$ cat src/hw/rtl/x86d_pkg.sv
package x86d_pkg;

    localparam logic [2:0] PH_PREFIX = 3'd0;
    localparam logic [2:0] PH_OPC    = 3'd1;
    localparam logic [2:0] PH_ESC    = 3'd2;
    localparam logic [2:0] PH_ESC2   = 3'd3;
    localparam logic [2:0] PH_MODRM  = 3'd4;
    localparam logic [2:0] PH_SIB    = 3'd5;
    localparam logic [2:0] PH_DISP   = 3'd6;
    localparam logic [2:0] PH_IMM    = 3'd7;

    localparam logic [2:0] DT_BYTE  = 3'd0;
    localparam logic [2:0] DT_WORD  = 3'd1;
    localparam logic [2:0] DT_DWORD = 3'd2;
    localparam logic [2:0] DT_QWORD = 3'd3;
    localparam logic [2:0] DT_F32X1 = 3'd4;
    localparam logic [2:0] DT_F64X1 = 3'd5;
    localparam logic [2:0] DT_F32X4 = 3'd6;
    localparam logic [2:0] DT_F64X2 = 3'd7;

    localparam logic [2:0] SEG_NONE = 3'd0;
    localparam logic [2:0] SEG_CS   = 3'd1;
    localparam logic [2:0] SEG_SS   = 3'd2;
    localparam logic [2:0] SEG_DS   = 3'd3;
    localparam logic [2:0] SEG_ES   = 3'd4;
    localparam logic [2:0] SEG_FS   = 3'd5;
    localparam logic [2:0] SEG_GS   = 3'd6;

    typedef struct packed {
        logic scalar;
        logic sse;
        logic rax;
        logic rcx;
        logic twodt;
        logic noarg;
        logic group;
        logic plusr;
        logic is64;
        logic is8;
        logic imm8;
        logic imm;
        logic dir;
        logic modrm;
    } props_t;

    // last member sits in the lowest bits
    typedef struct packed {
        logic [5:0]  inst_length;
        logic [2:0]  segment;
        logic [5:0]  inst_flags;
        logic [63:0] immediate;
        logic [5:0]  disp_offset;
        logic [31:0] displacement;
        logic [1:0]  scale_log2;
        logic [23:0] reg_fields;
        logic [2:0]  second_type;
        logic [2:0]  data_type;
        logic [14:0] ext_opcode;
        logic        status;
    } result_t;

    function automatic props_t mk(input int modrm, input int dir, input int imm,
                                  input int imm8, input int is8, input int is64,
                                  input int plusr, input int group,
                                  input int noarg, input int twodt,
                                  input int rcx, input int rax, input int sse,
                                  input int scalar);
        props_t p;
        p = '{1'(scalar), 1'(sse), 1'(rax), 1'(rcx), 1'(twodt), 1'(noarg), 1'(group),
              1'(plusr), 1'(is64), 1'(is8), 1'(imm8), 1'(imm), 1'(dir), 1'(modrm)};
        return p;
    endfunction

    function automatic props_t rom(input logic [9:0] op);
        props_t     p;
        logic [7:0] o;
        p = '0;
        o = op[7:0];
        if (op[9:8] == 2'd0) begin
            if (o < 8'h40 && o[7:3] != 5'd3) begin
                unique case (o[2:0])
                    3'd0: p = mk(1,0,0,0,1,0,0,0,0,0,0,0,0,0);
                    3'd1: p = mk(1,0,0,0,0,0,0,0,0,0,0,0,0,0);
                    3'd2: p = mk(1,1,0,0,1,0,0,0,0,0,0,0,0,0);
                    3'd3: p = mk(1,1,0,0,0,0,0,0,0,0,0,0,0,0);
                    3'd4: p = mk(0,0,0,1,0,0,0,0,0,0,0,1,0,0);
                    3'd5: p = mk(0,0,1,0,0,0,0,0,0,0,0,1,0,0);
                    default: p = '0;
                endcase
            end else if (o >= 8'h50 && o <= 8'h5f) begin
                p = mk(0,0,0,0,0,1,1,0,0,0,0,0,0,0);
            end else if (o >= 8'h70 && o <= 8'h7f) begin
                p = mk(0,0,0,1,0,0,0,0,0,0,0,0,0,0);
            end else if (o >= 8'hb0 && o <= 8'hb7) begin
                p = mk(0,0,1,0,1,0,1,0,0,0,0,0,0,0);
            end else if (o >= 8'hb8 && o <= 8'hbf) begin
                p = mk(0,0,1,0,0,0,1,0,0,0,0,0,0,0);
            end else begin
                unique case (o)
                    8'h88, 8'h84: p = mk(1,0,0,0,1,0,0,0,0,0,0,0,0,0);
                    8'h89, 8'h85: p = mk(1,0,0,0,0,0,0,0,0,0,0,0,0,0);
                    8'h8a: p = mk(1,1,0,0,1,0,0,0,0,0,0,0,0,0);
                    8'h8b, 8'h8d: p = mk(1,1,0,0,0,0,0,0,0,0,0,0,0,0);
                    8'h63: p = mk(1,1,0,0,0,0,0,0,0,1,0,0,0,0);
                    8'h69: p = mk(1,1,1,0,0,0,0,0,0,0,0,0,0,0);
                    8'h80, 8'hc6: p = mk(1,0,1,0,1,0,0,1,0,0,0,0,0,0);
                    8'h81, 8'hc7: p = mk(1,0,1,0,0,0,0,1,0,0,0,0,0,0);
                    8'h83, 8'hc1: p = mk(1,0,0,1,0,0,0,1,0,0,0,0,0,0);
                    8'hc0: p = mk(1,0,0,1,1,0,0,1,0,0,0,0,0,0);
                    8'h90, 8'h98, 8'h99, 8'hc3, 8'h9c, 8'h9d, 8'ha4, 8'ha5, 8'haa,
                    8'hab, 8'hae, 8'haf, 8'hcc: p = mk(0,0,0,0,0,0,0,0,1,0,0,0,0,0);
                    8'hd0, 8'hf6: p = mk(1,0,0,0,1,0,0,1,0,0,0,0,0,0);
                    8'hd1, 8'hf7, 8'hfe, 8'hff: p = mk(1,0,0,0,0,0,0,1,0,0,0,0,0,0);
                    8'hd2: p = mk(1,0,0,0,1,0,0,1,0,0,1,0,0,0);
                    8'hd3: p = mk(1,0,0,0,0,0,0,1,0,0,1,0,0,0);
                    8'he8, 8'he9: p = mk(0,0,1,0,0,0,0,0,0,0,0,0,0,0);
                    8'heb: p = mk(0,0,0,1,0,0,0,0,0,0,0,0,0,0);
                    default: p = '0;
                endcase
            end
        end else if (op[9:8] == 2'd1) begin
            if (o >= 8'hc8 && o <= 8'hcf) p = mk(0,0,0,0,0,0,1,0,0,0,0,0,0,0);
            else if (o >= 8'h40 && o <= 8'h4f) p = mk(1,1,0,0,0,0,0,0,0,0,0,0,0,0);
            else if (o >= 8'h51 && o <= 8'h5f) p = mk(1,1,0,0,0,0,0,0,0,0,0,0,1,0);
            else if (o >= 8'h80 && o <= 8'h8f) p = mk(0,0,1,0,0,0,0,0,0,0,0,0,0,0);
            else if (o >= 8'h90 && o <= 8'h9f) p = mk(1,0,0,0,0,0,0,1,0,0,0,0,0,0);
            else begin
                unique case (o)
                    8'h05, 8'h0b: p = mk(0,0,0,0,0,0,0,0,1,0,0,0,0,0);
                    8'h10: p = mk(1,1,0,0,0,0,0,0,0,0,0,0,1,0);
                    8'h11: p = mk(1,0,0,0,0,0,0,0,0,0,0,0,1,0);
                    8'h1f, 8'ha3, 8'haf: p = mk(1,0,0,0,0,0,0,0,0,0,0,0,0,0);
                    8'h2e: p = mk(1,1,0,0,0,0,0,0,0,0,0,0,1,1);
                    8'hc6: p = mk(1,1,0,1,0,0,0,0,0,0,0,0,1,0);
                    8'hb6, 8'hb7, 8'hbe, 8'hbf: p = mk(1,1,0,0,0,0,0,0,0,1,0,0,0,0);
                    default: p = '0;
                endcase
            end
        end
        return p;
    endfunction

endpackage

$ cat src/hw/rtl/x86_64_instruction_decoder_top.sv
// result word: registered, valid in the cycle after the last byte of an instruction is taken
// throughput: one byte per cycle, results held in an output register
// a stalled result blocks new bytes only while the output register is full
// reset (asynchronous, rst_n low): decoder returns to the prefix phase, no result
// each result word returns all decode state to its reset values
module x86_64_instruction_decoder_top
(
    input  logic         clk,
    input  logic         rst_n,
    input  logic         s_tvalid,
    output logic         s_tready,
    input  logic [7:0]   s_tdata,   // instr_byte
    output logic         m_tvalid,
    input  logic         m_tready,
    // status, ext_opcode, data_type, second_type, reg_fields, scale_log2,
    // displacement, disp_offset, immediate, inst_flags, segment, inst_length
    output logic [167:0] m_tdata
);
    import x86d_pkg::*;

    logic [2:0]  phase_reg, phase_next;
    logic [2:0]  pflags_reg, pflags_next;
    logic [2:0]  otype_reg, otype_next;
    logic [2:0]  seg_reg, seg_next;
    logic [3:0]  rex_reg, rex_next;
    logic [14:0] opc_reg, opc_next;
    props_t      prop_reg, prop_next;
    logic [1:0]  mod_reg, mod_next;
    logic [23:0] racc_reg, racc_next;
    logic [31:0] disp_reg, disp_next;
    logic [63:0] imm_reg, imm_next;
    logic [3:0]  left_reg, left_next;
    logic [3:0]  fsize_reg, fsize_next;
    logic [5:0]  cnt_reg;
    logic [5:0]  dpos_reg, dpos_next;
    logic [1:0]  scale_reg, scale_next;
    logic        ind_reg, ind_next;
    logic        hasimm_reg, hasimm_next;
    logic        out_v_reg;
    result_t     out_reg, res;

    logic        take, fire, err, clr;
    logic [7:0]  b;
    logic [5:0]  cnt;
    logic [9:0]  op;
    props_t      p;
    logic        go_imm, go_disp, do_op;
    logic [3:0]  dn, isz;
    logic [2:0]  sh;
    logic [63:0] imm_fin;
    logic [31:0] disp_cur;
    logic [4:0]  idx;
    logic [7:0]  base;
    logic [2:0]  dt2;

    assign s_tready = !out_v_reg || m_tready;
    assign take = s_tvalid && s_tready;
    assign b = s_tdata;
    assign cnt = (cnt_reg == 6'd63) ? cnt_reg : cnt_reg + 6'd1;
    assign m_tvalid = out_v_reg;
    assign m_tdata = {3'd0, out_reg};

    always_comb
    begin
        phase_next = phase_reg; pflags_next = pflags_reg; otype_next = otype_reg;
        seg_next = seg_reg; rex_next = rex_reg; opc_next = opc_reg; prop_next = prop_reg;
        mod_next = mod_reg; racc_next = racc_reg; disp_next = disp_reg;
        imm_next = imm_reg; left_next = left_reg; fsize_next = fsize_reg;
        dpos_next = dpos_reg; scale_next = scale_reg; ind_next = ind_reg;
        hasimm_next = hasimm_reg;
        fire = 1'b0; err = 1'b0; go_imm = 1'b0; go_disp = 1'b0; do_op = 1'b0;
        dn = 4'd0; op = 10'd0; p = '0; idx = 5'd0; base = 8'd0; sh = 3'd0;
        imm_fin = imm_reg;
        unique case (phase_reg)
            PH_PREFIX:
            begin
                unique case (b)
                    8'hf0: pflags_next[0] = 1'b1;
                    8'hf3: pflags_next[1] = 1'b1;
                    8'hf2: pflags_next[2] = 1'b1;
                    8'h66: otype_next = DT_WORD;
                    8'h67: ;
                    8'h2e: seg_next = SEG_CS;
                    8'h36: seg_next = SEG_SS;
                    8'h3e: seg_next = SEG_DS;
                    8'h26: seg_next = SEG_ES;
                    8'h64: seg_next = SEG_FS;
                    8'h65: seg_next = SEG_GS;
                    default:
                    begin
                        if (b[7:4] == 4'h4)
                        begin
                            rex_next = b[3:0];
                            phase_next = PH_OPC;
                        end
                        else if (b == 8'h0f) phase_next = PH_ESC;
                        else
                        begin
                            do_op = 1'b1; op = {2'd0, b};
                        end
                    end
                endcase
            end
            PH_OPC:
            begin
                if (b == 8'h0f) phase_next = PH_ESC;
                else
                begin
                    do_op = 1'b1; op = {2'd0, b};
                end
            end
            PH_ESC:
            begin
                if (b == 8'h38)
                begin
                    opc_next = 15'h200; phase_next = PH_ESC2;
                end
                else if (b == 8'h3a)
                begin
                    opc_next = 15'h300; phase_next = PH_ESC2;
                end
                else
                begin
                    do_op = 1'b1; op = {2'd1, b};
                end
            end
            PH_ESC2:
            begin
                do_op = 1'b1; op = {opc_reg[9:8], b};
            end
            PH_MODRM:
            begin
                mod_next = b[7:6];
                if (prop_reg.group)
                begin
                    if (b[5:3] <= 3'd1)
                    begin
                        if (opc_reg == 15'h0f6) prop_next.imm8 = 1'b1;
                        else if (opc_reg == 15'h0f7) prop_next.imm = 1'b1;
                    end
                    racc_next = 24'hff0000;
                    opc_next = {b[5:3], opc_reg[11:0]};
                end
                else racc_next = {4'd0, rex_reg[2], b[5:3], 16'd0};
                if (prop_reg.rcx) racc_next = 24'h010000;
                if (b[7:6] == 2'd3)
                begin
                    racc_next[7:0] = {4'd0, rex_reg[0], b[2:0]};
                    go_imm = 1'b1;
                end
                else
                begin
                    ind_next = 1'b1;
                    if (b[2:0] == 3'd4) phase_next = PH_SIB;
                    else if (b[7:6] == 2'd0 && b[2:0] == 3'd5)
                    begin
                        racc_next[15:0] = 16'hffff;
                        go_disp = 1'b1; dn = 4'd4;
                    end
                    else
                    begin
                        racc_next[15:0] = {8'hff, 4'd0, rex_reg[0], b[2:0]};
                        go_disp = 1'b1;
                        dn = (b[7:6] == 2'd1) ? 4'd1 : ((b[7:6] == 2'd2) ? 4'd4 : 4'd0);
                    end
                end
            end
            PH_SIB:
            begin
                idx = {1'b0, rex_reg[1], b[5:3]};
                if (idx == 5'd4) idx = 5'h1f;
                if (mod_reg == 2'd0 && b[2:0] == 3'd5) base = 8'hff;
                else base = {4'd0, rex_reg[0], b[2:0]};
                scale_next = b[7:6];
                racc_next = racc_reg | {8'd0, (idx == 5'h1f) ? 8'hff : {3'd0, idx}, base};
                go_disp = 1'b1;
                dn = (mod_reg == 2'd1) ? 4'd1 :
                     ((mod_reg == 2'd2 || base == 8'hff) ? 4'd4 : 4'd0);
            end
            PH_DISP:
            begin
                sh = {1'b0, 2'(fsize_reg - left_reg)};
                disp_next = disp_reg | (32'(b) << {sh[1:0], 3'd0});
                if (left_reg != 4'd0) left_next = left_reg - 4'd1;
                if (left_next == 4'd0)
                begin
                    if (fsize_reg == 4'd1) disp_next = {{24{disp_next[7]}}, disp_next[7:0]};
                    go_imm = 1'b1;
                end
            end
            PH_IMM:
            begin
                sh = 3'(fsize_reg - left_reg);
                imm_next = imm_reg | (64'(b) << {sh, 3'd0});
                if (left_reg != 4'd0) left_next = left_reg - 4'd1;
                if (left_next == 4'd0)
                begin
                    unique case (fsize_reg)
                        4'd1: imm_fin = {{56{imm_next[7]}}, imm_next[7:0]};
                        4'd2: imm_fin = {{48{imm_next[15]}}, imm_next[15:0]};
                        4'd4: imm_fin = {{32{imm_next[31]}}, imm_next[31:0]};
                        default: imm_fin = imm_next;
                    endcase
                    imm_next = imm_fin;
                    fire = 1'b1;
                end
            end
            default: ;
        endcase

        if (do_op)
        begin
            opc_next = {5'd0, op};
            p = rom(op);
            if (p == '0) err = 1'b1;
            else
            begin
                prop_next = p;
                if (p.sse)
                begin
                    if (pflags_reg[2]) otype_next = DT_F64X1;
                    else if (pflags_reg[1]) otype_next = DT_F32X1;
                    else if (otype_reg == DT_WORD) otype_next = p.scalar ? DT_F64X1 : DT_F64X2;
                    else otype_next = p.scalar ? DT_F32X1 : DT_F32X4;
                    pflags_next = {2'd0, pflags_reg[0]};
                end
                else if (p.is64) otype_next = DT_QWORD;
                else if (p.is8) otype_next = DT_BYTE;
                else if (rex_reg[3]) otype_next = DT_QWORD;
                if (p.modrm) phase_next = PH_MODRM;
                else
                begin
                    if (p.rax) racc_next = 24'hffff00;
                    else if (p.plusr)
                    begin
                        racc_next = {16'hffff, 4'd0, rex_reg[0], op[2:0]};
                        opc_next = {5'd0, op[9:3], 3'd0};
                    end
                    else racc_next = 24'hffffff;
                    go_imm = 1'b1;
                end
            end
        end

        if (go_disp)
        begin
            disp_next = 32'd0;
            if (dn == 4'd0) go_imm = 1'b1;
            else
            begin
                dpos_next = cnt; fsize_next = dn; left_next = dn; phase_next = PH_DISP;
            end
        end

        isz = 4'd0;
        if (go_imm)
        begin
            if (prop_next.imm8) isz = 4'd1;
            else if (prop_next.imm)
            begin
                unique case (otype_next)
                    DT_BYTE:  isz = 4'd1;
                    DT_WORD:  isz = 4'd2;
                    DT_QWORD: isz = (opc_next >= 15'h0b8 && opc_next <= 15'h0bf) ? 4'd8 : 4'd4;
                    default:  isz = 4'd4;
                endcase
            end
            if (isz == 4'd0) fire = 1'b1;
            else
            begin
                hasimm_next = 1'b1; fsize_next = isz; left_next = isz;
                imm_next = 64'd0; phase_next = PH_IMM;
            end
        end
    end

    assign clr = fire || err;
    assign disp_cur = disp_next;

    always_comb
    begin
        dt2 = otype_next;
        if (prop_next.twodt)
        begin
            if (opc_next == 15'h1b6 || opc_next == 15'h1be) dt2 = DT_BYTE;
            else if (opc_next == 15'h1b7 || opc_next == 15'h1bf) dt2 = DT_WORD;
            else dt2 = DT_DWORD;
        end
        res = '0;
        res.inst_length = cnt;
        if (err)
        begin
            res.status = 1'b1;
            res.ext_opcode = {5'd0, op};
        end
        else
        begin
            res.ext_opcode = opc_next;
            res.data_type = otype_next;
            res.second_type = dt2;
            res.reg_fields = racc_next;
            res.scale_log2 = scale_next;
            res.displacement = disp_cur;
            res.disp_offset = dpos_next;
            res.immediate = imm_next;
            res.inst_flags = {prop_next.dir, hasimm_next, ind_next, pflags_next};
            res.segment = seg_next;
        end
    end

    always_ff @(posedge clk or negedge rst_n)
    begin
        if (!rst_n)
        begin
            out_v_reg <= 1'b0;
        end
        else if (take)
        begin
            out_v_reg <= clr;
        end
        else if (m_tready)
        begin
            out_v_reg <= 1'b0;
        end
    end

    always_ff @(posedge clk)
    begin
        if (take && clr) out_reg <= res;
    end

    always_ff @(posedge clk or negedge rst_n)
    begin
        if (!rst_n)
        begin
            phase_reg <= PH_PREFIX; pflags_reg <= '0; otype_reg <= DT_DWORD; seg_reg <= '0;
            rex_reg <= '0; opc_reg <= '0; prop_reg <= '0; mod_reg <= '0; racc_reg <= '0;
            disp_reg <= '0; imm_reg <= '0; left_reg <= '0; fsize_reg <= '0; cnt_reg <= '0;
            dpos_reg <= '0; scale_reg <= '0; ind_reg <= 1'b0; hasimm_reg <= 1'b0;
        end
        else if (take)
        begin
            if (clr)
            begin
                phase_reg <= PH_PREFIX; pflags_reg <= '0; otype_reg <= DT_DWORD;
                seg_reg <= '0; rex_reg <= '0; opc_reg <= '0; prop_reg <= '0;
                mod_reg <= '0; racc_reg <= '0; disp_reg <= '0; imm_reg <= '0;
                left_reg <= '0; fsize_reg <= '0; cnt_reg <= '0; dpos_reg <= '0;
                scale_reg <= '0; ind_reg <= 1'b0; hasimm_reg <= 1'b0;
            end
            else
            begin
                phase_reg <= phase_next; pflags_reg <= pflags_next; otype_reg <= otype_next;
                seg_reg <= seg_next; rex_reg <= rex_next; opc_reg <= opc_next;
                prop_reg <= prop_next; mod_reg <= mod_next; racc_reg <= racc_next;
                disp_reg <= disp_next; imm_reg <= imm_next; left_reg <= left_next;
                fsize_reg <= fsize_next; cnt_reg <= cnt; dpos_reg <= dpos_next;
                scale_reg <= scale_next; ind_reg <= ind_next; hasimm_reg <= hasimm_next;
            end
        end
    end

endmodule

$ cat config.mk
export PLATFORM = sky130hd
export DESIGN_NAME = x86_64_instruction_decoder_top
export DESIGN_NICKNAME = d
export VERILOG_FILES = /design/src/hw/rtl/x86d_pkg.sv /design/src/hw/rtl/x86_64_instruction_decoder_top.sv
export SDC_FILE = /design/constraint.sdc
export NUM_CORES = 1
export LEC_CHECK = 0
export ABC_AREA = 1
export BUFFER_PORTS_ARGS = -buffer_cell sky130_fd_sc_hd__buf_2
export CORE_MARGIN = 3
export CORE_UTILIZATION = 65
export DETAILED_ROUTE_END_ITERATION = 8
export GPL_TIMING_DRIVEN = 0
export PLACE_DENSITY = 0.86
export SETUP_SLACK_MARGIN = 0.02
export SYNTH_ARGS = -nofsm -noshare
export SYNTH_HDL_FRONTEND = slang
export SYNTH_SLANG_ARGS = --single-unit
export TNS_END_PERCENT = 100
$ cat constraint.sdc
create_clock -name clk -period 11.5 [get_ports clk]
set_clock_uncertainty 0.15 [all_clocks]
set_input_delay 0.575 -clock clk [delete_from_list [all_inputs] [get_ports clk]]
set_output_delay 0.575 -clock clk [all_outputs]
set_load 0.1 [all_outputs]
* Word level (Yosys, flattened, before mapping)
Cells that the tools add are included.
Word-level totals: word-level logic and storage cells 413, bits of input ports 12, register bits 349
Operators by class: shift operators 2, eq/ne operators 105, add/sub/neg operators 3, mux-type cells 187, reduce and logical (&&, ||, !) cells 55, bitwise gates (word level) 3, magnitude comparators 21
Operators with widths (count):
- 8-bit == test, second input constant | 47
- 64-bit 2-to-1 mux | 5
- 64-bit case mux with 3 select lines | 1
- 11-bit case mux with 17 select lines | 1
- 32-bit 2-to-1 mux | 5
- 24-bit 2-to-1 mux | 6
- 14-bit 2-to-1 mux | 9
- 3-bit 2-to-1 mux | 41
- 14-bit case mux with 7 select lines | 1
- 4-bit 2-to-1 mux | 23
- 8-bit 2-to-1 mux | 11
- 11-bit 2-to-1 mux | 7
- 15-bit 2-to-1 mux | 5
- 12-bit case mux with 6 select lines | 1
- 64-bit bitwise OR | 1
- 8-bit by 6-bit << shifter with 64-bit output | 1
- 15-bit by 9-bit == test with 1-bit output, second input constant | 4
- 8-bit by 6-bit == test with 1-bit output, second input constant | 7
- 8-bit by 7-bit == test with 1-bit output, second input constant | 6
- 24-bit case mux with 2 select lines | 1
- 8-bit greater-or-equal comparator, second input constant | 5
- 8-bit <= comparator, second input constant | 5
- 10-bit case mux with 4 select lines | 1
- 1-bit 2-to-1 mux | 35
- 59 further kinds | 147

* Depth between registers and ports, before layout
Gate-level depths: netlist of run 1.
depth after elaboration 34, gate-level depth with buffers 35, depth with buffers taken out 32

* Worst setup path after synthesis of run 1
Ideal clock, no wire load.
path type input to register, start input port s_tdata[0], end register out_reg (netlist bit m_tdata[0]), enable pin, path slack 4263 ps, stages 31, buffers on the path 2, data arrival time 6568 ps, library setup time 518 ps, cell sequence buf_4 > inv_4 > nand2_1 > nor2_2 > nand2_1 > nand2_1 > nor2_4 > nand4_1 > nand2_2 > inv_2 > nor2_2 > nand2_1 > nor2_1 > nor2_1 > nand2_1 > nor2_1 > nand2_1 > nand2_1 > nand3_1 > nor2_1 > nand3_2 > nand2_2 > buf_6 > nand2_2 > nand2_2 > inv_2 > a31oi_4 > nand3_2 > nand2_2 > nand2_1 > inv_1
On the way: cells in the longest elaborated chain, start to end 33, elaborated cells on any way between the ends 209
Ends and longest elaborated chain:
- start, declared | line x86_64_instruction_decoder_top.sv:12 | input logic [7:0] s_tdata,
- branches (longest 31 deep; another with 11-bit case mux with 17 select lines)
- 1-bit logical OR * | line x86_64_instruction_decoder_top.sv:277 | assign clr = fire || err;
- 1-bit logical AND * | line x86_64_instruction_decoder_top.sv:329 | if (take && clr) out_reg <= res;
- end signal, assigned | line x86_64_instruction_decoder_top.sv:329
- end, declared | line x86_64_instruction_decoder_top.sv:40 | result_t out_reg, res;
Mark *: on every way between the ends. The select of a mux whose other input is x is not followed. A chain may end at the register's enable or synchronous reset.

* Final worst setup path of run 1
start register phase_reg[2], end register out_reg (netlist bit m_tdata[12]), enable pin
On the way: cells in the longest elaborated chain, start to end 30, elaborated cells on any way between the ends 177
Ends and longest elaborated chain:
- start, declared | line x86_64_instruction_decoder_top.sv:21 | logic [2:0] phase_reg, phase_next;
- start signal, assigned | line x86_64_instruction_decoder_top.sv:353 | phase_reg <= phase_next; pflags_reg <= pflags_next; otype_reg <= otype_next;
- branches (longest 28 deep; another with 11-bit case mux with 17 select lines)
- 1-bit logical OR * | line x86_64_instruction_decoder_top.sv:277
- 1-bit logical AND * | line x86_64_instruction_decoder_top.sv:329
Marks and branches as above.

==> key figures, run 1 <==
Run status
  – Status: finished, violations left
  – Failing checks: hold timing

Route
  – Via/cell ratio: 6.276
  – Total wire length: 60910 um
  – WL/cell: 21.04 um
  – Drt first pass iters: 8
  – DR vias: 18170
  – Drt initial violations: 2819
  – Routed Antenna Nets: 0
  – DRC: 0

Logic synthesis
  – Largest cells by area after synthesis: edfxtp_1 (27%), dfrtp_1 (25%), nand2_1 (9.7%), o21ai_0 (7.3%), inv_1 (6.6%)
  – Netlist cell types: 53
  – Leading area contributor after synthesis: edfxtp_1
  – Yosys reg bits: 349
  – Post-synth top area share: 0.2653
  – Syn. warnings: 0
  – Ys async rst share: 0.5272
  – Synthesized area: 0.01868 mm2
  – Register area share after synthesis: 0.5119
  – Synth Instances: 2270
  – Post-synth EDFFs: 165
  – Ys flop type: dfrtp_1
  – Post-Syn Area per Cell: about 8 um2

Layout
  – Max FFs per register: 165
  – Footprint of the multi-input gates: 0.007236 mm2
  – Share of cells above drive strength 1: 0.1602
  – P&R area growth vs syn: 14.14%
  – Layout Nets: 2504
  – FF+latch area: 0.009560 mm2
  – Post-route cell area: 0.02132 mm2
  – Fillers: 2023

CTS
  – Worst-Skew Late Latency: 0.54 ns
  – CTS Buffer Depth: 3
  – Num CTS Buffers: 36
  – TritonCTS clock tree: built
  – Post-cts sizing count: 0
  – H-Tree Depth: 2
  – Setup Buffers After CTS: 0
  – Clock slew at reported path FFs: 0.06 ns
  – Clock sinks: 349
  – Hold-fix buffers at CTS: 0
  – Root Buffer: clkbuf_16

Floorplanning
  – Number of I/O pins: 182
  – Chip Width: ~180 um
  – Initial Util: 0.6649
  – Die area: 0.03080 mm2
  – Core ar.: 0.02809 mm2
  – Rows: 61
  – Die Y: 175.5 um

Global routing
  – GRT Total Usage: 0.3846
  – Vias in the first global route: 16900
  – Initial antenna violation count: 0
  – Gr ovfl total: 0
  – Largest net degree at the start of global routing: ~120
  – First-pass GRT wire length: 93620 um

Placement
  – GP Congestion: 1.034
  – Post-DP HPWL: 43400 um
  – Port bufs: around 180
  – Dpl cell area: 0.02010 mm2

Critical path
  – Critical path data arrival time: 6.58 ns
  – Crit. End Element: flop
  – Worst Path Class, Setup: flop to flop
  – Worst Path Required: 11.51 ns
  – Max FO, Critical Path: 115
  – Critical Path Start Type: flop

STA
  – Worst hold slack: -0.02386 ns
  – Final min period: around 6.6 ns
  – Fmax: 152.1 MHz
  – Worst rel slew slack: 0.2234
  – Final hold vios: 4
  – Part of the cycle the worst path needs: 0.5715
  – Slew Viols, Final: 0
  – Fin Setup TNS: 0 ns
  – RSZ-0062 raised after global routing: false
  – Final setup viols: 0
  – Slew @ Worst Pin: 1.155 ns

Worst hold path
  – Worst min path class: primary input to async pin

Flow run
  – Max-cap violations: 0
## kinds of logic (layout without fill, tap and decap cells)
| kind of cell | Yosys count | after routing | share of synthesized area |
|---|---|---|---|
| AOI/OAI and AO/OA | 534 | 534 | 0.1714 |
| xor gates and xnor gates | 4 | 4 | 0.001876 |
| adders and majority gates | 4 | 4 | 0.003082 |
| buffers and inverters | 462 | 706 | 0.1010 |
| DFF | 349 | 349 | 0.5119 |
| other | 1 | 4 | 0.0002008 |
| and+or+nand+nor | 916 | 916 | 0.2104 |
## area by class of cell
type / count / share of cell area
inverter: 346 / 0.06151
buffer: 116 / 0.02723
multi-input combinational: 1461 / 0.3394
tap: 378 / 0.02219
clock buffer: 48 / 0.04731
sequential: 349 / 0.4485
antenna: 1 / 0.0001174
clock inverter: 18 / 0.009333
timing repair buffer: 178 / 0.04437
## placed cells by master, fill, tap and decap left out, types with 52 or more instances in the layout
cell type / Yosys / layout
nand2_1: 484 / 484
inv_1: 327 / 326
o21ai_0: 274 / 274
nor2_1: 202 / 202
buf_2: 14 / 188
dfrtp_1: 183 / 183
edfxtp_1: 165 / 165
a21oi_1: 113 / 113
clkbuf_1: 79 / 87
nand3_1: 70 / 70
nor3_1: 52 / 52
o22ai_1: 52 / 52
## path summary, 6_finish.rpt
| check | end | slack [ns] | from | depth (start not counted) |
|---|---|---|---|---|
| min reg2reg | disp_reg[24]$_DFFE_PN0P_ | 0.33 | disp_reg[24]$_DFFE_PN0P_ | 2 |
| min | disp_reg[25]$_DFFE_PN0P_ | -0.02 | rst_n | 1 |
| max | m_tdata[12]$_SDFFCE_PP0P_ | 4.93 | phase_reg[2]$_DFFE_PN0P_ | 15 |
| max reg2reg | m_tdata[12]$_SDFFCE_PP0P_ | 4.93 | phase_reg[2]$_DFFE_PN0P_ | 15 |
| max in group asynchronous | cnt_reg[1]$_DFFE_PN0P_ | 10.26 | rst_n | 2 |
| min in group clk | m_tvalid$_DFFE_PN0P_ | 0.19 | m_tready | 4 |
## metal layers
metal	wire [um]	up-vias	global-route usage
li1	-	7937	-
met3	8203	264	0.08863
met2	26940	1524	0.5881
met5	0	-	0
met1	22970	8443	0.5397
met4	2794	0	0.1508
## Yosys cell counts, types with 3 or more instances
cell and n:
o22ai_1 52, ha_1 3, inv_2 13, nand3b_1 5, edfxtp_1 165, buf_2 14, nand4_1 26, dfrtp_1 183
clkinv_1 3, nand3_2 6, o211ai_1 8, a22oi_1 4, xor2_1 3, nand2_1 484, a41oi_1 3, nor3_1 52
nor2_4 7, nand3_1 70, o31ai_1 11, inv_1 327, o21ai_1 3, clkbuf_1 79, inv_4 3, a211oi_1 3
a21oi_1 113, nor2_2 10, buf_6 11, nand2_2 27, nor4_1 8, or2_2 18, nor2_1 202, o21ai_0 274
buf_4 12, o22ai_2 40, a31oi_1 7
## critical path, stage by stage (launching register included)
cell,delay [ns]
dfrtp_1,0.54
inv_1,0.24
nor2_1,0.80
inv_1,0.37
nor2_1,0.70
inv_1,0.29
nor2_1,0.51
inv_1,0.08
nor2_1,0.34
nor2_1,0.28
o211ai_2,0.45
nand3_2,0.17
nand2_2,0.14
nand2_1,0.17
inv_6,0.41
buf_16,0.48
## metrics by stage
stage	setup slack [ns]	instances	utilization
floorplan	4.263	2272	-
global placement	2.043	2825	0.7132
detailed placement	5.384	2827	0.7157
CTS	5.390	2893	0.7587
global route	4.927	2894	0.7589
finish	4.927	2895	0.7590
Power of run 1 is not shown: default switching activity piles up to over one toggle a cycle in this logic, so the estimate is an artifact.
==> run 2: changes to the inputs <==
CORE_UTILIZATION = 54   (was 65)
PLACE_DENSITY = 0.77   (was 0.86)
clock period = 5.45 ns   (was 11.5 ns; I/O delays follow)
==> key figures, run 2 (synthesis gave the netlist of run 1 again) <==
Run status
  – Status: finished, final reports clean

Floorplanning
  – Core ar.: roughly 0.034 mm2
  – Chip Width: 192.0 um
  – Die area: ~0.037 mm2
  – Rows: 67
  – Die Y: 192.0 um
  – Number of I/O pins: between 150 and 200
  – Initial Util: 0.5528

Global routing
  – GRT Total Usage: 0.3227
  – Initial antenna violation count: 1
  – Vias in the first global route: ~17000
  – First-pass GRT wire length: roughly 93000 um
  – Largest net degree at the start of global routing: 99
  – Gr ovfl total: 0

Layout
  – Post-route cell area: 0.02183 mm2
  – P&R area growth vs syn: 16.90%
  – Fillers: 2836
  – Layout Nets: 2523
  – Most common cell after layout, fill and taps aside: nand2_1
  – Share of cells above drive strength 1: 0.1763
  – Most frequent cells in the layout: nand2_1 (471), inv_1 (323), o21ai_0 (274), nor2_1 (193), buf_2 (188)
  – Layout Utilization: 0.6462
  – Antenna Cells: 0
  – Max FFs per register: about 170

Route
  – DRC: 0
  – WL/cell: 20.04 um
  – Routed Antenna Nets: 0
  – Drt initial violations: around 2300
  – Via/cell ratio: ~6
  – Drt first pass iters: 6
  – Total wire length: 59810 um
  – DR vias: 17540

CTS
  – CTS Buffer Depth: 3
  – H-Tree Depth: 2
  – TritonCTS clock tree: built
  – Worst-Skew Late Latency: 0.53 ns
  – Root Buffer: clkbuf_16
  – Num CTS Buffers: 38
  – Clock slew at reported path FFs: ~0.060 ns
  – Clock sinks: 349

Critical path
  – Critical Path Start Type: flop
  – Worst Path Required: ~5.5 ns
  – Slowest stage delay, CP: 0.62 ns
  – Crit. End Element: flop
  – Max FO, Critical Path: 24
  – Most Frequent Cell on Critical Path: nand2_2
  – FF-to-FF path depth: 29
  – Crit-path slowest cell: dfrtp_1
  – Worst Path Class, Setup: flop to flop
  – Critical path data arrival time: 5.28 ns

STA
  – Final hold vios: 0
  – Worst rel slew slack: 0.2533
  – Slew Viols, Final: 0
  – Fmax: 192.4 MHz
  – Final min period: 5.197 ns
  – Part of the cycle the worst path needs: 0.9535
  – Slew @ Worst Pin: 1.111 ns
  – Final setup viols: 0
  – RSZ-0062 raised after global routing: false

Placement
  – Port bufs: 175
  – Post-DP HPWL: 43720 um
  – Dpl cell area: 0.02040 mm2
  – GP Congestion: 0.9884

Flow run
  – Max-cap violations: 0

Worst hold path
  – Worst min path class: primary input to async pin
==> run 2: cell count changes in the layout (fill, tap and decap cells not counted), sizes merged <==
cell	before	now
clkbuf	128	132
dlygate4sd3	0	8
buf	214	221
clkinv	11	14
diode	1	0
inv	345	343
==> run 2: timing repair <==
action                                  CTS  global route
endpoints found under the setup margin  417           190
pin swaps                                 0             2
setup buffers                             1             2
endpoints found under the hold margin    92             0
hold buffers                              8             0
gates cloned                              1             2
resized for setup                         3            13
==> run 2: path summary, 6_finish.rpt <==
kind                                               start                       end  slack, ns
worst max-delay path            phase_reg[0]$_DFFE_PN0P_    m_tdata[159]$_DFFE_PP_       0.25
worst min-delay path                               rst_n  disp_reg[25]$_DFFE_PN0P_       0.17
worst max register to register  phase_reg[0]$_DFFE_PN0P_    m_tdata[159]$_DFFE_PP_       0.25
worst min register to register  disp_reg[23]$_DFFE_PN0P_  disp_reg[23]$_DFFE_PN0P_       0.33
max in group asynchronous                          rst_n   disp_reg[5]$_DFFE_PN0P_       3.96
min in group clk                              s_tdata[4]   opc_reg[13]$_DFFE_PN0P_       0.25
==> run 2: final cells by class <==
type,instances,area [um2],area share
Sequential cell,349,9560,0.4379
Multi-Input combinational cell,1461,7386,0.3383
Inverter,346,1328,0.06081
Timing Repair Buffer,194,1162,0.05324
Clock buffer,51,1031,0.04723
Buffer,116,606.8,0.02780
Tap cell,448,560.5,0.02568
Clock inverter,18,188.9,0.008654
Timing Repair inverter,1,7.507,0.0003439
==> run 2: routing by layer <==
layer  up-vias  track usage  share of wire
met3       220      0.05348          0.098
met2      1062       0.5107           0.45
met1      8256       0.4413           0.40
met5         -            0              0
li1       8004            -              -
met4         0       0.1400          0.052
==> run 2: through the flow <==
stage          hold slack, ns  setup TNS [ns]  worst slack (ns)  cells
3_5_place_dp           0.1782         -156.46            -1.011   2901
6_report               0.1734               0            0.2533   2984
3_3_place_gp           0.3117         -571.84            -3.337   2895
2_1_floorplan         -0.1731          -73.19           -0.4433   2272
5_1_grt                0.2340               0           0.01888   2984
4_1_cts                0.2275               0           0.05839   2980
==> run 2: worst max-delay path, delay by kind of cell, from the launching register on <==
family	cells	cell delay, ns
flip-flops	1	0.62
AND/OR/NAND/NOR	21	2.71
AO/OA/AOI/OAI	1	0.20
buffers and inverters	7	1.18
Power of run 2 is left out for the same reason.
